## src/fmvg_pkg.sv

```systemverilog
`default_nettype none

package fmvg_pkg;

    localparam int MAX_SEGMENTS  = 1024;
    localparam int MAX_DIVISIONS = 256;

    localparam int CFG_IDX_W  = 3;
    localparam int CFG_DATA_W = 19;

    localparam logic [CFG_IDX_W-1:0] CFG_TOP_RADIUS    = 3'd0;
    localparam logic [CFG_IDX_W-1:0] CFG_BOTTOM_RADIUS = 3'd1;
    localparam logic [CFG_IDX_W-1:0] CFG_SIDE_HEIGHT   = 3'd2;
    localparam logic [CFG_IDX_W-1:0] CFG_SEGMENT_COUNT = 3'd3;
    localparam logic [CFG_IDX_W-1:0] CFG_DIVISION_COUNT = 3'd4;
    localparam logic [CFG_IDX_W-1:0] CFG_START_ANGLE   = 3'd5;
    localparam logic [CFG_IDX_W-1:0] CFG_END_ANGLE     = 3'd6;

    localparam logic [15:0]        RST_TOP_RADIUS     = 16'd256;
    localparam logic [15:0]        RST_BOTTOM_RADIUS  = 16'd256;
    localparam logic [15:0]        RST_SIDE_HEIGHT    = 16'd512;
    localparam logic [10:0]        RST_SEGMENT_COUNT  = 11'd32;
    localparam logic [8:0]         RST_DIVISION_COUNT = 9'd1;
    localparam logic signed [18:0] RST_START_ANGLE    = 19'sd0;
    localparam logic signed [18:0] RST_END_ANGLE      = 19'sd65536;

    // pipelined divider geometry
    localparam int DIV_NW = 30;
    localparam int DIV_DW = 11;
    localparam int DIV_QW = 20;

    localparam int CORDIC_N = 16;
    localparam logic signed [32:0] CORDIC_X0 = 33'sd652032874;
    localparam logic [13:0] CORDIC_ATAN [0:CORDIC_N-1] = '{
        14'd8192, 14'd4836, 14'd2555, 14'd1297, 14'd651, 14'd326, 14'd163, 14'd81,
        14'd41, 14'd20, 14'd10, 14'd5, 14'd3, 14'd1, 14'd1, 14'd0
    };

    localparam logic [1:0] QUAD_0 = 2'd0;
    localparam logic [1:0] QUAD_1 = 2'd1;
    localparam logic [1:0] QUAD_2 = 2'd2;
    localparam logic [1:0] QUAD_3 = 2'd3;

    localparam logic [15:0] ONE_Q14 = 16'd16384;

    typedef enum logic [2:0] {
        NS_LOAD,
        NS_SQRT,
        NS_PREP,
        NS_DIV,
        NS_DONE
    } t_norm_state;

    typedef struct packed {
        logic               busy;
        logic signed [15:0] ny;
        logic [15:0]        nxz;
    } t_norm_res;

endpackage

`default_nettype wire

```

## src/fmvg_div.sv

```systemverilog
`default_nettype none

// Restoring divider, one quotient bit per stage, floor(num / den).
// The user keeps the denominator static while items are in flight (not enforced here), so it is not piped.
module fmvg_div #(
    parameter int NW = fmvg_pkg::DIV_NW,
    parameter int DW = fmvg_pkg::DIV_DW,
    parameter int QW = fmvg_pkg::DIV_QW
) (
    input  wire logic          i_clk,
    input  wire logic          i_en,
    input  wire logic [NW-1:0] i_num,
    input  wire logic [DW-1:0] i_den,
    output logic      [QW-1:0] o_quo
);

    localparam int WW = (NW > DW + QW) ? NW : DW + QW;

    logic [NW-1:0] r_rem [QW];
    logic [QW-1:0] r_quo [QW];

    for (genvar k = 0; k < QW; k++) begin : g_stage
        logic [NW-1:0] rem_in;
        logic [QW-1:0] quo_in;
        logic [WW-1:0] sub;
        logic [WW:0]   diff;

        if (k == 0) begin : g_first
            assign rem_in = i_num;
            assign quo_in = '0;
        end else begin : g_next
            assign rem_in = r_rem[k-1];
            assign quo_in = r_quo[k-1];
        end

        assign sub  = WW'(i_den) << (QW - 1 - k);
        assign diff = {1'b0, WW'(rem_in)} - {1'b0, sub};

        always_ff @(posedge i_clk) begin
            if (i_en) begin
                if (!diff[WW]) begin
                    r_rem[k] <= NW'(diff);
                    r_quo[k] <= quo_in | (QW'(1) << (QW - 1 - k));
                end else begin
                    r_rem[k] <= rem_in;
                    r_quo[k] <= quo_in;
                end
            end
        end
    end

    assign o_quo = r_quo[QW-1];

endmodule

`default_nettype wire

```

## config.mk

```make
export PLATFORM = sky130hd
export DESIGN_NAME = fmvg_div
export DESIGN_NICKNAME = d
export VERILOG_FILES = /design/src/fmvg_pkg.sv /design/src/fmvg_div.sv
export SDC_FILE = /design/constraint.sdc
export NUM_CORES = 1
export LEC_CHECK = 0
export BUFFER_PORTS_ARGS = -buffer_cell sky130_fd_sc_hd__clkbuf_2
export CAP_MARGIN = 20
export CORE_AREA = 2 2 268 270
export CTS_CLUSTER_SIZE = 14
export DETAILED_ROUTE_END_ITERATION = 10
export DIE_AREA = 0 0 270 272
export GPL_TIMING_DRIVEN = 0
export PLACE_DENSITY = 0.8
export SLEW_MARGIN = 30
export SYNTH_ARGS = -nofsm -noshare
export SYNTH_HDL_FRONTEND = slang
export SYNTH_SLANG_ARGS = --single-unit
```

## constraint.sdc

```tcl
create_clock -name i_clk -period 4.3 [get_ports i_clk]
set_clock_uncertainty 0.05 [all_clocks]
set_input_delay 0.645 -clock i_clk [delete_from_list [all_inputs] [get_ports i_clk]]
set_output_delay 0.645 -clock i_clk [all_outputs]
set_load 0.005 [all_outputs]
```

==> flow_summary_export.csv <==
group,metric,value,unit
logic_synthesis,synth_warnings,0,
floorplanning,die_area,0.0734,mm^2
floorplanning,io_pins,63,
clocking,cts.path.max_buffers,3,
grt,antenna_found_initial,1,
route,viasPerCell,5.82,
timing,period_minus_slack,3980,ps
timing,maxSlewHeadroom,38.6,%
route,drc,0,
place,io_buffers,61,
grt,grt_pass1_wl,124000,um
route,drt-total-wl,77800,um
worst_hold_path,hold_class,"in -> reg",
clocking,worst_skew_pair.late_latency,640,ps
logic_synthesis,synth.most_common_cell,"edfxtp_1",
timing,fmax,251,MHz
logic_synthesis,synth-seq-cells,780,
floorplanning,die_x,270,um
timing,worst_slew_pin_slew,909,ps
clocking,clkTransAtPathRegs,60,ps
finish,drive_above_1_share,11.1,%
place,pre_cts_slack,-620,ps
clocking,cts_max_level,3,
logic_synthesis,ys_top_cells_by_count,"edfxtp_1 (780), ha_1 (219), nor2_1 (215)",
setup_path,crit_fanout,22,
finish,areaGrowthSynthToFinish,11.7,%
status,status,"finished clean",
setup_path,worstSetupEndpointType,"flip-flop",
power,ir_worst_vdd,0.374,mV
timing,rsz0062_at_grt,"no",
logic_synthesis,synth_area,0.0385,mm^2
grt,grt_overflow_total,0,
grt,grt_pass1_vias,24165,
finish,final_area,0.0431,mm^2
timing,finalHoldViolations,0,
logic_synthesis,ys_top_cells_by_area,"edfxtp_1 (61%), ha_1 (7.1%), xor2_1 (3.3%)",
logic_synthesis,netlist_instances,2959,
place,gp_congestion,0.880,
grt,grt_use_total,21.2,%
logic_synthesis,synth-edff-count,780,
route,first_iter_violations,1793,
logic_synthesis,yosysTopAreaCellShare,60.8,%
logic_synthesis,synth.avg_cell_area,13.0,um^2
route,drt_first_pass_iters,7,
clocking,tritoncts,"yes",
timing,slew_violations,0,
power,leakage,15.5,nW
floorplanning,start_util,54.5,%
logic_synthesis,yosysSeqAreaShare,60.8,%
power,power.density,568,mW/mm^2
logic_synthesis,yosys.area.top_type,"edfxtp_1",
route,vias,24094,
floorplanning,rows,98,
clocking,clkSinkCount,780,
floorplanning,core_area,0.0708,mm^2
route,antenna_left,0,
logic_synthesis,synthArstFlopShare,0,%
clocking,root_buffer,"clkbuf_16",
setup_path,path_class,"in -> reg",
clocking,cts_made_buffers,81,
grt,grt_max_degree,44,
timing,finalSetupViolCount,0,
timing,setup_slack,318,ps
finish,num-fill-cells,5345,
logic_synthesis,syn-num-nets,3240,
setup_path,required,4620,ps
logic_synthesis,netlist-cell-type-count,88,
finish,layout.nets,3403,
place,placed_cell_area,0.0405,mm^2
logic_synthesis,synth_flop_cell,"edfxtp_1",
flow_run,cap_violations,0,
place,hpwlAfterDp,53400,um
setup_path,cp.arrival,4300,ps
route,wire_per_inst,18.8,um
timing,post-route-period-util,92.6,%
setup_path,start_kind,"input port",
timing,whs,136,ps
floorplanning,fp.dieH,272,um
==> registers in the layout, indices dropped and copies added, names as in the netlist <==
| name | count |
|---|---|
| r_quo | 210 |
| r_rem | 570 |
==> per-layer routing <==
metal / track usage [%] / share of wire [%]
met3: 2.68 / 3.9
met1: 25.2 / 41
met4: 11.5 / 5.3
met2: 37.8 / 50
met5: 0 / 0
==> area by class of cell <==
| type | instances | area (um^2) | area share (%) |
|---|---|---|---|
| sequential | 780 | 23400 | 54.4 |
| buffer | 60 | 305 | 0.709 |
| clock inverter | 42 | 337 | 0.782 |
| timing repair buffer | 80 | 748 | 1.74 |
| inverter | 88 | 332 | 0.770 |
| clock buffer | 104 | 2180 | 5.06 |
| antenna | 2 | 5.00 | 0.0116 |
| tap | 950 | 1190 | 2.76 |
| multi-input combinational | 2031 | 14500 | 33.8 |
==> worst paths after layout <==
kind / depth (start not counted) / startpoint / endpoint / slack (ps)
max: 12 / i_den[1] / r_rem[12][10] / 320
min: 1 / i_num[16] / r_rem[0][16] / 140
max reg2reg: 10 / r_rem[4][14] / r_rem[5][22] / 760
min reg2reg: 0 / r_quo[4][15] / r_quo[4][35] / 360
==> worst max-delay path, stage by stage <==
cell,delay [ps]
clkbuf_4,390
inv_2,230
buf_12,230
ha_1,310
nor2b_1,140
o31a_1,300
o311ai_1,460
o21ai_0,210
a21oi_1,510
o21bai_1,260
buf_2,280
mux2_2,300
==> logic make-up (layout without fill, tap and decap cells) <==
| group | after synthesis | in the layout | synth area share [%] |
|---|---|---|---|
| adders and majority gates | 238 | 238 | 8.10 |
| buffers and inverters | 148 | 374 | 1.53 |
| AOI/OAI and AO/OA | 607 | 607 | 10.0 |
| and+or+nand+nor | 823 | 823 | 10.8 |
| DFF | 780 | 780 | 60.8 |
| other | 0 | 2 | 0 |
| muxes | 82 | 82 | 2.39 |
| xor gates and xnor gates | 281 | 281 | 6.38 |
==> timing repair <==
| action | CTS | global route |
|---|---|---|
| endpoints found under the setup margin | 7 | 0 |
| endpoints found under the hold margin | 0 | 0 |
| buffers inserted | 0 | 0 |
| hold buffers | 0 | 0 |
| resized for setup | 1 | 0 |
==> through the flow <==
| stage | cells | setup TNS, ps | utilization [%] | total power [mW] |
|---|---|---|---|---|
| 5_1_grt | 4136 | 0 | 60.9 | 25.8 |
| 2_1_floorplan | 2959 | 0 | - | 16.2 |
| 3_3_place_gp | 3970 | -906590 | 56.6 | 17.5 |
| 4_1_cts | 4135 | 0 | 60.8 | 24.5 |
| 3_5_place_dp | 3989 | -29580 | 57.3 | 17.8 |
| 6_report | 4137 | 0 | 60.9 | 24.5 |
==> where the power goes <==
group          leakage (nW)  switching, mW  internal, mW
registers              7.43          0.921          10.3
logic                  6.87           3.65          2.99
clock network          1.24           2.85          3.78
total                  15.5           7.42          17.0
==> placed cells by master (no fill, tap or decap), types with 75 or more instances in the layout <==
cell / count
a21oi_1: 154
clkbuf_16: 84
clkbuf_2: 75
edfxtp_1: 780
ha_1: 219
inv_1: 76
nand2_1: 183
nor2_1: 215
nor3_1: 82
o21ai_0: 170
xnor2_1: 136
xor2_1: 145
Note: power is estimated with default switching activity, not from simulation.
