<file path="config.mk">
export PLATFORM = sky130hd
export DESIGN_NAME = fmvg_norm
export DESIGN_NICKNAME = d
export VERILOG_FILES = /design/src/fmvg_pkg.sv /design/src/fmvg_norm.sv
export SDC_FILE = /design/constraint.sdc
export NUM_CORES = 2
export LEC_CHECK = 0
export BUFFER_PORTS_ARGS = -buffer_cell sky130_fd_sc_hd__buf_2
export CORE_MARGIN = 2
export CORE_UTILIZATION = 45
export DETAILED_ROUTE_END_ITERATION = 10
export GPL_ROUTABILITY_DRIVEN = 0
export HOLD_SLACK_MARGIN = 0.15
export PLACE_DENSITY = 0.62
export SYNTH_ARGS = -nofsm -noshare
export SYNTH_HDL_FRONTEND = slang
export SYNTH_SLANG_ARGS = --single-unit
</file>
<file path="constraint.sdc">
create_clock -name i_clk -period 35.4 [get_ports i_clk]
set_input_delay 7.08 -clock i_clk [delete_from_list [all_inputs] [get_ports i_clk]]
set_output_delay 7.08 -clock i_clk [all_outputs]
set_load 0.05 [all_outputs]
</file>
<file path="src/fmvg_pkg.sv">
`default_nettype none

package fmvg_pkg;

    localparam int MAX_SEGMENTS  = 1024;
    localparam int MAX_DIVISIONS = 256;

    localparam int CFG_IDX_W  = 3;
    localparam int CFG_DATA_W = 19;

    localparam logic [CFG_IDX_W-1:0] CFG_TOP_RADIUS    = 3'd0;
    localparam logic [CFG_IDX_W-1:0] CFG_BOTTOM_RADIUS = 3'd1;
    localparam logic [CFG_IDX_W-1:0] CFG_SIDE_HEIGHT   = 3'd2;
    localparam logic [CFG_IDX_W-1:0] CFG_SEGMENT_COUNT = 3'd3;
    localparam logic [CFG_IDX_W-1:0] CFG_DIVISION_COUNT = 3'd4;
    localparam logic [CFG_IDX_W-1:0] CFG_START_ANGLE   = 3'd5;
    localparam logic [CFG_IDX_W-1:0] CFG_END_ANGLE     = 3'd6;

    localparam logic [15:0]        RST_TOP_RADIUS     = 16'd256;
    localparam logic [15:0]        RST_BOTTOM_RADIUS  = 16'd256;
    localparam logic [15:0]        RST_SIDE_HEIGHT    = 16'd512;
    localparam logic [10:0]        RST_SEGMENT_COUNT  = 11'd32;
    localparam logic [8:0]         RST_DIVISION_COUNT = 9'd1;
    localparam logic signed [18:0] RST_START_ANGLE    = 19'sd0;
    localparam logic signed [18:0] RST_END_ANGLE      = 19'sd65536;

    // pipelined divider geometry
    localparam int DIV_NW = 30;
    localparam int DIV_DW = 11;
    localparam int DIV_QW = 20;

    localparam int CORDIC_N = 16;
    localparam logic signed [32:0] CORDIC_X0 = 33'sd652032874;
    localparam logic [13:0] CORDIC_ATAN [0:CORDIC_N-1] = '{
        14'd8192, 14'd4836, 14'd2555, 14'd1297, 14'd651, 14'd326, 14'd163, 14'd81,
        14'd41, 14'd20, 14'd10, 14'd5, 14'd3, 14'd1, 14'd1, 14'd0
    };

    localparam logic [1:0] QUAD_0 = 2'd0;
    localparam logic [1:0] QUAD_1 = 2'd1;
    localparam logic [1:0] QUAD_2 = 2'd2;
    localparam logic [1:0] QUAD_3 = 2'd3;

    localparam logic [15:0] ONE_Q14 = 16'd16384;

    typedef enum logic [2:0] {
        NS_LOAD,
        NS_SQRT,
        NS_PREP,
        NS_DIV,
        NS_DONE
    } t_norm_state;

    typedef struct packed {
        logic               busy;
        logic signed [15:0] ny;
        logic [15:0]        nxz;
    } t_norm_res;

endpackage

`default_nettype wire

</file>
<file path="src/fmvg_norm.sv">
`default_nettype none

// Slope normal from the radii and height: L = isqrt(S << 28), then
// D/L and H/L in Q1.14. Runs once after reset and after each restart.
module fmvg_norm (
    input  wire logic             i_clk,
    input  wire logic             i_rst_n,
    input  wire logic             i_start,
    input  wire logic [15:0]      i_top_radius,
    input  wire logic [15:0]      i_bottom_radius,
    input  wire logic [15:0]      i_side_height,
    output fmvg_pkg::t_norm_res   o_res
);

    fmvg_pkg::t_norm_state r_state, n_state;

    logic [15:0] r_dmag;
    logic        r_dneg;
    logic [15:0] r_h;
    logic        r_sum0;
    logic [63:0] r_v;
    logic [63:0] r_res;
    logic [63:0] r_bit;
    logic [4:0]  r_cnt;
    logic [31:0] r_l;
    logic [47:0] r_rd;
    logic [47:0] r_rh;
    logic [15:0] r_qd;
    logic [15:0] r_qh;

    logic signed [16:0] w_d;
    logic [15:0]        w_dmag;
    logic [32:0]        w_sum;
    logic [63:0]        w_trial;
    logic [47:0]        w_dsub;
    logic [15:0]        w_qd_sat;
    logic [15:0]        w_qh_sat;

    assign w_d     = $signed({1'b0, i_bottom_radius}) - $signed({1'b0, i_top_radius});
    assign w_dmag  = w_d[16] ? 16'(-w_d) : w_d[15:0];
    assign w_sum   = 33'(32'(w_dmag) * 32'(w_dmag)) + 33'(32'(i_side_height) * 32'(i_side_height));
    assign w_trial = r_res + r_bit;
    assign w_dsub  = 48'(r_l) << r_cnt[3:0];

    always_ff @(posedge i_clk) begin
        if (!i_rst_n) begin
            r_state <= fmvg_pkg::NS_LOAD;
        end else begin
            r_state <= n_state;
        end
    end

    always_comb begin
        n_state = r_state;
        if (i_start) begin
            n_state = fmvg_pkg::NS_LOAD;
        end else begin
            unique case (r_state)
                fmvg_pkg::NS_LOAD: n_state = fmvg_pkg::NS_SQRT;
                fmvg_pkg::NS_SQRT: if (r_cnt == 5'd31) n_state = fmvg_pkg::NS_PREP;
                fmvg_pkg::NS_PREP: n_state = fmvg_pkg::NS_DIV;
                fmvg_pkg::NS_DIV:  if (r_cnt == 5'd0) n_state = fmvg_pkg::NS_DONE;
                fmvg_pkg::NS_DONE: n_state = fmvg_pkg::NS_DONE;
                default:           n_state = fmvg_pkg::NS_LOAD;
            endcase
        end
    end

    always_ff @(posedge i_clk) begin
        unique case (r_state)
            fmvg_pkg::NS_LOAD: begin
                r_dmag <= w_dmag;
                r_dneg <= w_d[16];
                r_h    <= i_side_height;
                r_sum0 <= (w_sum == '0);
                r_v    <= 64'({w_sum, 28'd0});
                r_res  <= '0;
                r_bit  <= 64'd1 << 62;
                r_cnt  <= '0;
            end
            fmvg_pkg::NS_SQRT: begin
                if (r_v >= w_trial) begin
                    r_v   <= r_v - w_trial;
                    r_res <= (r_res >> 1) + r_bit;
                end else begin
                    r_res <= r_res >> 1;
                end
                r_bit <= r_bit >> 2;
                r_cnt <= r_cnt + 5'd1;
            end
            fmvg_pkg::NS_PREP: begin
                r_l   <= r_res[31:0];
                r_rd  <= 48'({r_dmag, 28'd0}) + 48'(r_res[31:1]);
                r_rh  <= 48'({r_h, 28'd0}) + 48'(r_res[31:1]);
                r_qd  <= '0;
                r_qh  <= '0;
                r_cnt <= 5'd15;
            end
            fmvg_pkg::NS_DIV: begin
                if (r_rd >= w_dsub) begin
                    r_rd <= r_rd - w_dsub;
                    r_qd[r_cnt[3:0]] <= 1'b1;
                end
                if (r_rh >= w_dsub) begin
                    r_rh <= r_rh - w_dsub;
                    r_qh[r_cnt[3:0]] <= 1'b1;
                end
                r_cnt <= r_cnt - 5'd1;
            end
            default: ;
        endcase
    end

    assign w_qd_sat = (r_qd > fmvg_pkg::ONE_Q14) ? fmvg_pkg::ONE_Q14 : r_qd;
    assign w_qh_sat = (r_qh > fmvg_pkg::ONE_Q14) ? fmvg_pkg::ONE_Q14 : r_qh;

    // flat degenerate case: normal points straight out
    always_comb begin
        o_res.busy = (r_state != fmvg_pkg::NS_DONE);
        if (r_sum0) begin
            o_res.ny  = '0;
            o_res.nxz = fmvg_pkg::ONE_Q14;
        end else begin
            o_res.ny  = r_dneg ? 16'(16'd0 - w_qd_sat) : w_qd_sat;
            o_res.nxz = w_qh_sat;
        end
    end

endmodule

`default_nettype wire

</file>
==> impl_results.md <==
* Clk slew on worst S/H paths at around 60 ps
* Worst reg-to-reg path cell count at 23
* Final-report hold violation count at 0
* Critical R2R Capture: r_res[21]$_SDFFCE_PN0P_
* Grt ovf at 0
* Max Cap Violations at 0
* CTS Buf Count at 46
* Share of synthesized registers carrying an async set or reset at 0
* Via count at approximately 36k
* Crit path to: r_sum0$_DFFE_PP_
* Fraction of layout cells with a size suffix above 1 at 0.05882
* Status: completed
* Post-CTS Hold Fix Bufs at 0
* Synth Warn # at 0
* Detailed Route WL at between 100000 and 150000 um
* TritonCTS clock tree: yes
* Resize count post-CTS at 0
* Worst hold path class: flip-flop to flip-flop
* Total setup buffers inserted after CTS at 0
* Worst r2r src: r_res[2]$_SDFFCE_PN0P_
* CP Class: input pin to flip-flop
* Nets at ~5.9k
* Iter 0 DRT Violations at 2778
* Effective utilization at floorplan at 0.4537
* Die span in y at between 300 and 400 um
* Seq. cell area at 10840 sq um
* CTS Root Cell: clkbuf_16
* Worst path most repeated cell: fa_1
* Tot GR Track Use at 0.2452
* Final min period at ~18000 ps
* Setup tns final at 0 ps
* Worst reg2reg setup slack at roughly 28000 ps
* Syn_nets at approximately 6.0k
* Worst setup EP type: flip-flop
* DRC at 0
* Top_reg_cell synth: edfxtp_1
* Multi-input logic area at 31520 sq um
* Largest net degree at the start of global routing at 91
* WP data arrival at roughly 19000 ps
* Post-DP HPWL at approximately 100000 um
* Fmax at ~0.055 GHz
* P&R area growth vs syn at 6.890%
* Fill cell count at 9633
* Setup violators final at 0
* Measured slew at the worst slew-check pin at approximately 1300 ps
* Clock Tree Buf Depth at 3
* Top-area cell type share of the netlist area at 0.2373
* RSZ-0062 raised after global routing: false
* Die area at between 100000 and 150000 sq um
* First-pass GRT wire length at 200100 um
* Mapped Area at roughly 45000 sq um
* Cell variety after synth at 87
* Relative slew slack at 0.1254
* Min-delay src: r_res[0]$_SDFFCE_PN0P_
* First-pass DRT Iterations at 7
* Clk sink count at around 360
* Avg Inst Size Synth at around 9.0 sq um
* Critical Path Start: i_top_radius[0]
* Clock skew at roughly 34 ps
* Fraction of the yosys area taken by sequential cells at 0.2386
* Worst EP required at roughly 36000 ps
* I/O Buffers at around 80
* Cell Rows at between 100 and 150
* Initial antenna violation count at 4
* CP Max Fanout at 12
* H-tree depth at 2
* Via density at about 5.7
* Final Util at 0.4850
* Post-Synthesis Cells at 5070
* Dominant cells by area after synthesis: edfxtp_1, fa_1, ha_1, inv_1, a21oi_1
* CORE AREA at between 100000 and 150000 sq um
* Clock latency on the worst-skew pair at roughly 610 ps
* Slew Limit Fails at 0
* Io pins at between 80 and 90
* Detail Route Antenna Nets at 0
* Critical-path top delay cell: xor2_1
* Worst Setup Start Kind: input pin
* Vias in the first global route at between 30k and 40k
* Slowest stage delay, CP at 850 ps
* Tcrit/Tclk final at 0.5166
* Cell taking the most area after synthesis: edfxtp_1
* Seq cells post-synth at around 360
* Routed WL per cell at approximately 20 um
* Die W at roughly 320 um
* EDFF count, synth at around 360
-- cells by family (layout without fill, tap and decap cells) --
| group | count (synthesis) | in the layout | share of synthesized area |
|---|---|---|---|
| AOI/OAI and AO/OA | 1173 | 1173 | 0.1599 |
| DFF | 362 | 362 | 0.2386 |
| other | 1 | 3 | 0.00008253 |
| and+or+nand+nor | 1442 | 1442 | 0.1483 |
| xor gates and xnor gates | 353 | 353 | 0.06871 |
| adders and majority gates | 837 | 837 | 0.2954 |
| buffers and inverters | 839 | 852 | 0.06967 |
| muxes | 63 | 63 | 0.01936 |
-- metal layers --
metal | GRT usage | routed length (um) | vias to the layer above
li1 | - | - | 17370
met1 | 0.3157 | 53800 | 17770
met2 | 0.4301 | 62430 | 1042
met3 | 0.02314 | 6292 | 193
met4 | 0.08390 | 4432 | 0
met5 | 0 | 0 | -
-- sequential cells by signal, summed over array words and instances (netlist names), 3 cells and up --
name     flops
r_bit       32
r_cnt        5
r_dmag      16
r_h         16
r_l         32
r_qd        16
r_qh        16
r_rd        48
r_res       64
r_rh        48
r_state      3
r_v         64
-- metrics by stage --
step | cells | cell area, sq um | setup WS [ps] | hold slack [ps]
final | 6383 | 48570 | 17110 | 516.9
after global routing | 6383 | 48570 | 16510 | 525.1
after CTS | 6381 | 48560 | 17270 | 536.9
after detailed placement | 6297 | 47090 | 16670 | 523.7
after global placement | 6297 | 47090 | 16790 | 539.6
after floorplan | 5070 | 45440 | 18320 | 433.4
-- worst min-delay path by stage --
stage                                  end  slack [ps]  cells past startpoint
after global routing      r_l[0]$_DFFE_PP_         530                      0
after CTS                 r_l[0]$_DFFE_PP_         540                      0
final                     r_l[0]$_DFFE_PP_         520                      0
after floorplan           r_l[0]$_DFFE_PP_         430                      0
after detailed placement  r_l[0]$_DFFE_PP_         520                      0
after global placement    r_l[0]$_DFFE_PP_         540                      0
-- layout by cell type (no fill, tap or decap), types with 8 or more instances in the layout --
cell type	instances
ha_1	444
nor3b_1	10
and3_1	68
a21boi_0	8
a211oi_1	45
a31o_2	23
or2_2	22
fa_1	393
mux2i_1	26
mux2_2	19
nand2b_1	43
nor2_1	413
nor2b_1	55
xor2_1	162
buf_4	32
o21ai_1	10
mux4_2	18
clkbuf_1	9
nor4_1	19
o21ai_0	294
o21bai_1	37
edfxtp_1	359
o21a_1	22
and2_1	82
buf_2	82
nor3_1	54
a21o_1	172
a21oi_1	349
clkbuf_16	46
or3_1	32
nand4_1	59
nand3_1	81
nand2_1	463
clkinv_1	17
a31oi_1	78
o31ai_1	23
inv_1	640
a41oi_1	9
o211ai_1	16
xnor2_1	186
-- worst max-delay path: cells and delay by family --
kind / cells / cell delay, ps
buf+inv: 7 / 1000
simple gates: 7 / 1780
fa+ha+maj: 11 / 5290
compound gates: 12 / 2680
xor+xnor: 1 / 850
-- cells in the mapped netlist (23+ instances only) --
cell	number
a21o_1	172
nand2_1	464
xor2_1	162
a21oi_1	349
ha_1	444
and2_1	82
o21bai_1	37
nand4_1	59
fa_1	393
a31o_2	23
and3_1	68
nor2_1	416
or3_1	32
xnor2_1	187
nand3_1	81
inv_1	642
edfxtp_1	359
a211oi_1	45
o31ai_1	23
mux2i_1	26
nand2b_1	44
clkbuf_1	162
nor2b_1	56
o21ai_0	294
a31oi_1	78
nor3_1	55
-- area by class of cell --
type,count,area share
multi-input cells,3869,0.6489
flip-flops and latches,362,0.2232
inverters,654,0.05060
well taps,1298,0.03344
clock buffers,55,0.02440
repair buffers,114,0.01340
clock inverters,29,0.005951
diodes,2,0.0001031
Power is left out: the tool's default activity adds up to more than one toggle a clock period on the data nets, which glitch-free logic cannot reach.
